$ cat config.mk
export PLATFORM = sky130hd
export DESIGN_NAME = glyph_slot_lru_cache_unit
export DESIGN_NICKNAME = d
export VERILOG_FILES = /design/src/sv/glc_pkg.sv /design/src/sv/glyph_slot_lru_cache_unit.sv
export SDC_FILE = /design/constraint.sdc
export NUM_CORES = 2
export LEC_CHECK = 0
export ABC_AREA = 0
export ABC_CLOCK_PERIOD_IN_PS = 14040
export BUFFER_PORTS_ARGS = -buffer_cell sky130_fd_sc_hd__buf_4
export CAP_MARGIN = 20
export CORE_ASPECT_RATIO = 1.4
export CORE_MARGIN = 2
export CORE_UTILIZATION = 29
export DETAILED_ROUTE_END_ITERATION = 6
export PLACE_DENSITY = 0.51
export SYNTH_ARGS = -nofsm -noshare
export SYNTH_HDL_FRONTEND = slang
export SYNTH_SLANG_ARGS = --single-unit
$ cat constraint.sdc
create_clock -name clock -period 14.04 [get_ports clock]
set_input_delay 0 -clock clock [delete_from_list [all_inputs] [get_ports clock]]
set_output_delay 0 -clock clock [all_outputs]
set_load 0.03 [all_outputs]
$ cat src/sv/glc_pkg.sv
// Package for the glyph slot LRU cache: entry type, codes and
// configuration constants. No dependencies.
`timescale 1ns / 1ps

package glc_pkg;

   // Field widths
   localparam int CODE_W  = 16;
   localparam int SLOT_W  = 8;
   localparam int CFG_W   = 8;
   localparam int CSR_IDX_W = 3;

   // Code that marks an empty entry
   localparam logic [CODE_W-1:0] EMPTY_CODE = 16'hFFFF;

   // Request function codes
   localparam logic FUNC_LOOKUP = 1'b0;
   localparam logic FUNC_INIT   = 1'b1;

   // Configuration register indexes
   localparam logic [CSR_IDX_W-1:0] CSR_ENTRY_COUNT  = 3'd0;
   localparam logic [CSR_IDX_W-1:0] CSR_SEARCH_CAP   = 3'd1;
   localparam logic [CSR_IDX_W-1:0] CSR_LAYER_ENABLE = 3'd2;
   localparam logic [CSR_IDX_W-1:0] CSR_LAYER_SPLIT  = 3'd3;
   localparam logic [CSR_IDX_W-1:0] CSR_SLOT_BASE    = 3'd4;

   // Configuration reset values
   localparam logic [CFG_W-1:0] RST_ENTRY_COUNT  = 8'd100;
   localparam logic [CFG_W-1:0] RST_SEARCH_CAP   = 8'd50;
   localparam logic             RST_LAYER_ENABLE = 1'b1;
   localparam logic [CFG_W-1:0] RST_LAYER_SPLIT  = 8'd50;
   localparam logic [CFG_W-1:0] RST_SLOT_BASE    = 8'd0;

   // One table entry
   typedef struct packed {
      logic [CODE_W-1:0] code;
      logic              layer;
      logic [SLOT_W-1:0] slot;
   } entry_type;

endpackage

$ cat src/sv/glyph_slot_lru_cache_unit.sv
// Glyph slot LRU cache top level: sequencer, entry memory and config.
// Depends on glc_pkg.
`timescale 1ns / 1ps

// Maps 16-bit character codes to display slots, kept in move-to-front
// order in a single-port-read entry memory. A lookup found at table
// position p (hit, first empty entry, or last searched entry) is answered
// after a read and a compare for each entry up to p, a read and a write
// for each entry shifted back, a write of the front entry and a load of
// the output register; each entry is read in turn through the single read
// port of the entry memory. An init request rewrites all TABLE_DEPTH entries,
// one a cycle, and answers with slot, layer and hit all zero. After reset
// the block runs the same fill with the reset settings and takes no
// request until it is done; configuration writes are taken at any time.
// One request is in work at a time; a finished result waits in the output
// register.
module glyph_slot_lru_cache_unit #(
   parameter int TABLE_DEPTH = 128
) (
   input  logic                          clock,
   input  logic                          reset,
   input  logic                          req_valid,
   output logic                          req_ready,
   input  logic                          req_func,
   input  logic [glc_pkg::CODE_W-1:0]    req_char_code,
   output logic                          rsp_valid,
   input  logic                          rsp_ready,
   output logic [glc_pkg::SLOT_W-1:0]    rsp_slot,
   output logic                          rsp_layer,
   output logic                          rsp_hit,
   input  logic                          csr_wr_en,
   input  logic [glc_pkg::CSR_IDX_W-1:0] csr_index,
   input  logic [glc_pkg::CFG_W-1:0]     csr_wr_data
);
   import glc_pkg::*;

   localparam int IDX_W = (TABLE_DEPTH > 1) ? $clog2(TABLE_DEPTH) : 1;
   localparam logic [IDX_W-1:0] LAST_IDX = IDX_W'(TABLE_DEPTH - 1);
   localparam logic [8:0]       DEPTH9   = 9'(TABLE_DEPTH);

   typedef enum logic [7:0] {
      S_IDLE     = 8'b0000_0001,
      S_CLEAR    = 8'b0000_0010,
      S_READ     = 8'b0000_0100,
      S_CMP      = 8'b0000_1000,
      S_SHIFT_RD = 8'b0001_0000,
      S_SHIFT_WR = 8'b0010_0000,
      S_FRONT    = 8'b0100_0000,
      S_FINISH   = 8'b1000_0000
   } state_type;

   // Configuration registers
   logic [CFG_W-1:0] entry_count_ff, search_cap_ff, layer_split_ff, slot_base_ff;
   logic             layer_enable_ff;

   // Sequencer state
   state_type         state_ff, state_in;
   logic [IDX_W-1:0]  idx_ff, idx_in;
   logic [IDX_W-1:0]  last_ff, last_in;
   logic [CODE_W-1:0] code_ff, code_in;
   logic              hit_ff, hit_in;
   logic [SLOT_W-1:0] sav_slot_ff, sav_slot_in;
   logic              sav_layer_ff, sav_layer_in;
   logic              clr_rpt_ff, clr_rpt_in;

   // Output register
   logic              rsp_valid_ff, rsp_valid_in;
   logic [SLOT_W-1:0] rsp_slot_ff, rsp_slot_in;
   logic              rsp_layer_ff, rsp_layer_in;
   logic              rsp_hit_ff, rsp_hit_in;

   // Entry memory
   entry_type        mem [TABLE_DEPTH];
   entry_type        rd_data_ff;
   logic [IDX_W-1:0] rd_addr;
   logic             wr_en;
   logic [IDX_W-1:0] wr_addr;
   entry_type        wr_data;

   // Search length and init entry helpers
   logic [8:0]       len;
   logic [8:0]       fill_i9, fill_split9, fill_base9, fill_slot9;
   logic [CFG_W-1:0] fill_split, fill_base;
   entry_type        fill_entry;
   logic             req_take;

   assign req_ready = (state_ff == S_IDLE);
   assign req_take  = req_valid && req_ready;
   assign rsp_valid = rsp_valid_ff;
   assign rsp_slot  = rsp_slot_ff;
   assign rsp_layer = rsp_layer_ff;
   assign rsp_hit   = rsp_hit_ff;

   // Clip the search length to the depth, to the cap when layers are disabled, and to a minimum of one
   always_comb begin
      len = {1'b0, entry_count_ff};
      if (len > DEPTH9) begin
         len = DEPTH9;
      end
      if (!layer_enable_ff && (len > {1'b0, search_cap_ff})) begin
         len = {1'b0, search_cap_ff};
      end
      if (len == 9'd0) begin
         len = 9'd1;
      end
   end

   // Build the init entry for the sweep position; reset pass uses reset values
   always_comb begin
      fill_split  = clr_rpt_ff ? layer_split_ff : RST_LAYER_SPLIT;
      fill_base   = clr_rpt_ff ? slot_base_ff : RST_SLOT_BASE;
      fill_i9     = 9'(idx_ff);
      fill_split9 = {1'b0, fill_split};
      fill_base9  = {1'b0, fill_base};
      fill_entry.code = EMPTY_CODE;
      if (fill_i9 < fill_split9) begin
         fill_entry.layer = 1'b0;
         fill_slot9       = fill_base9 + fill_i9;
      end else begin
         fill_entry.layer = 1'b1;
         fill_slot9       = fill_base9 + fill_i9 - fill_split9;
      end
      fill_entry.slot = fill_slot9[SLOT_W-1:0];
   end

   // Sequencer
   always_comb begin
      state_in     = state_ff;
      idx_in       = idx_ff;
      last_in      = last_ff;
      code_in      = code_ff;
      hit_in       = hit_ff;
      sav_slot_in  = sav_slot_ff;
      sav_layer_in = sav_layer_ff;
      clr_rpt_in   = clr_rpt_ff;
      rsp_valid_in = rsp_valid_ff && !rsp_ready;
      rsp_slot_in  = rsp_slot_ff;
      rsp_layer_in = rsp_layer_ff;
      rsp_hit_in   = rsp_hit_ff;
      rd_addr      = idx_ff;
      wr_en        = 1'b0;
      wr_addr      = idx_ff;
      wr_data      = fill_entry;
      case (state_ff)
         S_IDLE: begin
            if (req_take) begin
               idx_in  = '0;
               code_in = req_char_code;
               if (req_func == FUNC_INIT) begin
                  hit_in       = 1'b0;
                  sav_slot_in  = '0;
                  sav_layer_in = 1'b0;
                  clr_rpt_in   = 1'b1;
                  state_in     = S_CLEAR;
               end else begin
                  last_in  = IDX_W'(len - 9'd1);
                  state_in = S_READ;
               end
            end
         end
         S_CLEAR: begin
            // write one init entry a cycle
            wr_en = 1'b1;
            idx_in = idx_ff + IDX_W'(1);
            if (idx_ff == LAST_IDX) begin
               state_in = clr_rpt_ff ? S_FINISH : S_IDLE;
            end
         end
         S_READ: begin
            state_in = S_CMP;
         end
         S_CMP: begin
            // hit first, then empty entry, then end of the search
            if ((rd_data_ff.code == code_ff) || (rd_data_ff.code == EMPTY_CODE) ||
                (idx_ff == last_ff)) begin
               hit_in       = (rd_data_ff.code == code_ff);
               sav_slot_in  = rd_data_ff.slot;
               sav_layer_in = rd_data_ff.layer;
               state_in     = (idx_ff == '0) ? S_FRONT : S_SHIFT_RD;
            end else begin
               idx_in   = idx_ff + IDX_W'(1);
               state_in = S_READ;
            end
         end
         S_SHIFT_RD: begin
            rd_addr  = idx_ff - IDX_W'(1);
            state_in = S_SHIFT_WR;
         end
         S_SHIFT_WR: begin
            // move the entry ahead back by one place
            wr_en    = 1'b1;
            wr_data  = rd_data_ff;
            idx_in   = idx_ff - IDX_W'(1);
            state_in = (idx_ff == IDX_W'(1)) ? S_FRONT : S_SHIFT_RD;
         end
         S_FRONT: begin
            wr_en         = 1'b1;
            wr_addr       = '0;
            wr_data.code  = code_ff;
            wr_data.layer = sav_layer_ff;
            wr_data.slot  = sav_slot_ff;
            state_in      = S_FINISH;
         end
         S_FINISH: begin
            // hold until the output register is free
            if (!rsp_valid_ff || rsp_ready) begin
               rsp_valid_in = 1'b1;
               rsp_slot_in  = sav_slot_ff;
               rsp_layer_in = sav_layer_ff;
               rsp_hit_in   = hit_ff;
               state_in     = S_IDLE;
            end
         end
         default: begin
            state_in = S_IDLE;
         end
      endcase
   end

   // Control and payload registers
   always_ff @(posedge clock) begin
      if (reset) begin
         state_ff     <= S_CLEAR;
         idx_ff       <= '0;
         clr_rpt_ff   <= 1'b0;
         rsp_valid_ff <= 1'b0;
      end else begin
         state_ff     <= state_in;
         idx_ff       <= idx_in;
         clr_rpt_ff   <= clr_rpt_in;
         rsp_valid_ff <= rsp_valid_in;
      end
      last_ff      <= last_in;
      code_ff      <= code_in;
      hit_ff       <= hit_in;
      sav_slot_ff  <= sav_slot_in;
      sav_layer_ff <= sav_layer_in;
      rsp_slot_ff  <= rsp_slot_in;
      rsp_layer_ff <= rsp_layer_in;
      rsp_hit_ff   <= rsp_hit_in;
   end

   // Configuration writes
   always_ff @(posedge clock) begin
      if (reset) begin
         entry_count_ff  <= RST_ENTRY_COUNT;
         search_cap_ff   <= RST_SEARCH_CAP;
         layer_enable_ff <= RST_LAYER_ENABLE;
         layer_split_ff  <= RST_LAYER_SPLIT;
         slot_base_ff    <= RST_SLOT_BASE;
      end else if (csr_wr_en) begin
         case (csr_index)
            CSR_ENTRY_COUNT:  entry_count_ff  <= csr_wr_data;
            CSR_SEARCH_CAP:   search_cap_ff   <= csr_wr_data;
            CSR_LAYER_ENABLE: layer_enable_ff <= csr_wr_data[0];
            CSR_LAYER_SPLIT:  layer_split_ff  <= csr_wr_data;
            CSR_SLOT_BASE:    slot_base_ff    <= csr_wr_data;
            default: begin
            end
         endcase
      end
   end

   // Entry memory: one write, one registered read
   always_ff @(posedge clock) begin
      if (wr_en) begin
         mem[wr_addr] <= wr_data;
      end
      rd_data_ff <= mem[rd_addr];
   end

endmodule

==> flow_metrics.py <==
metrics = {
    "clock_tree": {
        "cts-htree-levels": 5,
        "postCtsSetupBuffers": 0,
        "clk_pin_slew_ps": 70,
        "clk_latency_ps": 950,
        "cts_resized": 0,
        "tritoncts": "done",
        "cts_buffers": 310,
        "holdBufCountCts": 79,
        "cts.sinks": 3318,
        "cts-root-buf": "clkbuf_16",
        "cts_max_path_buffers": 4,
    },
    "die": {
        "die_width_um": 575,
        "start_util_pct": 29.1,
        "die_h_um": 803,
        "ioPinCount": 45,
        "die_area_um2": 461000,
        "rows": 293,
        "core_area_um2": 454000,
    },
    "hold_path": {
        "hold_class": "input port to flop",
        "hp-start": "rsp_ready",
        "hold_depth": 4,
        "min_to": "rsp_valid",
    },
    "worst_setup_path": {
        "r2r_start": "idx_ff[1]",
        "crit_fanout": 64,
        "cp.arrival_ps": 7390,
        "critical_path_required_ps": 14850,
        "rr_worst_depth": 14,
        "start_kind": "flop",
        "cp_cell_sequence": "inv_1, ha_4, buf_4, inv_1, nand3_4, buf_4, buf_4, o22ai_1, o21a_1, o21ai_0, o22ai_1, o21ai_0, nand3_1, o221ai_1",
        "endpoint_kind": "flop",
        "slowest_stage": "o21ai_0",
        "cpPeakStageDelay_ps": 920,
        "critPathBufInv": 5,
        "rr_endpoint": "rd_data_ff[23]",
        "path_class": "flop to flop",
        "r2r_slack_ps": 7460,
        "cp_top_family": "buffers and inverters",
        "cp_common_cell": "buf_4",
    },
    "synth": {
        "synth_area_um2": 132000,
        "synthDistinctLibCells": 86,
        "synthTopCellsByArea": "edfxtp_1 74%, o221ai_1 4.7%, mux2i_1 3.5%",
        "synth_largest_area_cell": "edfxtp_1",
        "synth_common_cells": "3243 x edfxtp_1, 713 x o221ai_1, 659 x o22ai_1",
        "synth.avg_cell_area_um2": 15.4,
        "synthArstFlopShare_pct": 0,
        "ys_ff_latch": 3318,
        "synth_top_cell_area_share_pct": 73.7,
        "synth_nets": 8658,
        "ys_seq_area_share_pct": 74.8,
        "postSynthCellCount": 8591,
        "synth_edf_count": 3243,
        "synth_most_common_cell": "edfxtp_1",
        "synth_ff_type": "edfxtp_1",
        "synth_warnings": 0,
    },
    "timing": {
        "hold_slack_ps": 72.4,
        "relSlewSlack_pct": 15.1,
        "final_max_slew_viol_count": 0,
        "tightestPinTransition_ps": 1270,
        "fin_crit_sh_pct": 46.9,
        "timing.fmax_mhz": 152,
        "finalSetupTns_ps": 0,
        "rsz0062_at_grt": "false",
        "hold_violations": 0,
        "skew_ps": 57.6,
        "fin_crit_ps": 6580,
        "setup_viol": 0,
    },
    "global_routing": {
        "antenna_found_initial": 30,
        "overflow": 0,
        "track_usage_pct": 20.3,
        "grt_max_degree": 141,
        "grt_pass1_wl_um": 670000,
        "grt_pass1_vias": 83800,
    },
    "route": {
        "avgViaCountPerCell": 5.73,
        "drt-initial-drc-count": 10600,
        "detail-route-antenna-nets": 0,
        "drc": 2,
        "vias": 86200,
        "finalWirelength_um": 487000,
        "firstDrtPassIters": 7,
        "wl_per_cell_um": 32.3,
    },
    "run_status": {
        "violations": "design-rule violations",
        "status": "finished with violations",
    },
    "layout": {
        "nets": 8813,
        "nFillCells": 43500,
        "reg_top3": "mem x3200, rd_data_ff x25, code_ff x16",
        "regArea_um2": 98900,
        "multiInputGateArea_um2": 31900,
        "drive_gt1_share_pct": 13.1,
        "largest_reg_flops": 3200,
        "syn_to_final_growth_pct": 15.7,
        "regMostFlops": "mem",
    },
    "run": {
        "maxCapViolations": 0,
    },
    "placed_design": {
        "gp_congestion": 0.879,
        "place_hpwl_um": 284000,
        "io_buffer_count": 44,
    },
    "pwr": {
        "peakVddDrop_uv": 169,
        "powerDensity_nw_per_um2": 154,
        "leakagePower_nw": 52.6,
    },
}
## placed cells by master, fill, tap and decap left out, drive strengths merged, types with 96 or more instances in the layout
cell    instances
a21oi         519
nand2         483
nand3          96
nor3          372
o22ai         659
buf           428
edfxtp       3243
clkinv        122
a31oi         131
mux2i         464
o21ai         214
o221ai        713
clkbuf        379
nor2          316
## power breakdown
| part | leakage [nW] | internal [mW] | switching (mW) | total [mW] |
|---|---|---|---|---|
| clock | 4.77 | 4.62 | 3.81 | 8.42 |
| sequential | 35.2 | 10.9 | 0.112 | 11.0 |
| combinational | 12.6 | 1.19 | 3.01 | 4.21 |
## layer usage
metal / global-route usage, % / wire length (µm) / share of wire, % / vias to the layer above
met3: 3.03 / 36900 / 7.6 / 1072
met5: 0 / 81 / 0.017 / -
li1: - / - / - / 35500
met2: 33.6 / 231000 / 47 / 4461
met4: 13.6 / 37200 / 7.7 / 12
met1: 24.7 / 182000 / 37 / 45100
## stage by stage
step | util, % | total power, mW | cells | setup WS, ps | instance area, µm²
after floorplan | - | 13.5 | 8591 | 4810 | 132000
after global placement | 31.1 | 15.2 | 14400 | 6530 | 141000
after detailed placement | 31.3 | 15.3 | 14400 | 7500 | 142000
after CTS | 33.6 | 23.6 | 15000 | 7440 | 153000
after global routing | 33.7 | 24.2 | 15000 | 7310 | 153000
final | 33.7 | 23.6 | 15000 | 7460 | 153000
## how the worst max path moves through the flow
stage | startpoint | to | slack (ps) | cells after the start
after floorplan | clr_rpt_ff | mem[0][7] | 4810 | 16
after global placement | state_ff[7] | rd_data_ff[19] | 6530 | 12
after detailed placement | state_ff[7] | rd_data_ff[12] | 7500 | 13
after CTS | state_ff[7] | rd_data_ff[12] | 7440 | 13
after global routing | state_ff[7] | rd_data_ff[12] | 7310 | 13
final | idx_ff[1] | rd_data_ff[23] | 7460 | 14
## logic make-up (layout without fill, tap and decap cells)
group,Yosys count,after routing,share of synthesized area [%]
multiplexers,515,515,4.20
AND/OR/NAND/NOR,1475,1475,5.12
buffers and inverters,694,1095,2.21
other,0,10,0
adder cells (fa/ha/maj),34,34,0.333
XOR/XNOR,56,56,0.388
AO/OA/AOI/OAI,2499,2499,12.9
flip-flops,3318,3318,74.8
## cell type report
type | instances | area share [%]
Sequential cell | 3318 | 64.7
Inverter | 29 | 0.0728
Multi-Input combinational cell | 4579 | 20.8
Timing Repair Buffer | 508 | 3.01
Antenna cell | 10 | 0.0164
Clock buffer | 379 | 5.29
Clock inverter | 179 | 1.15
Tap cell | 6047 | 4.95
## tightest hold or removal path, stage by stage
cell	delay, ps
dlygate4sd3_1	540
buf_4	100
nand2b_1	210
a21oi_1	100
Power figures use the tool's default switching activity.
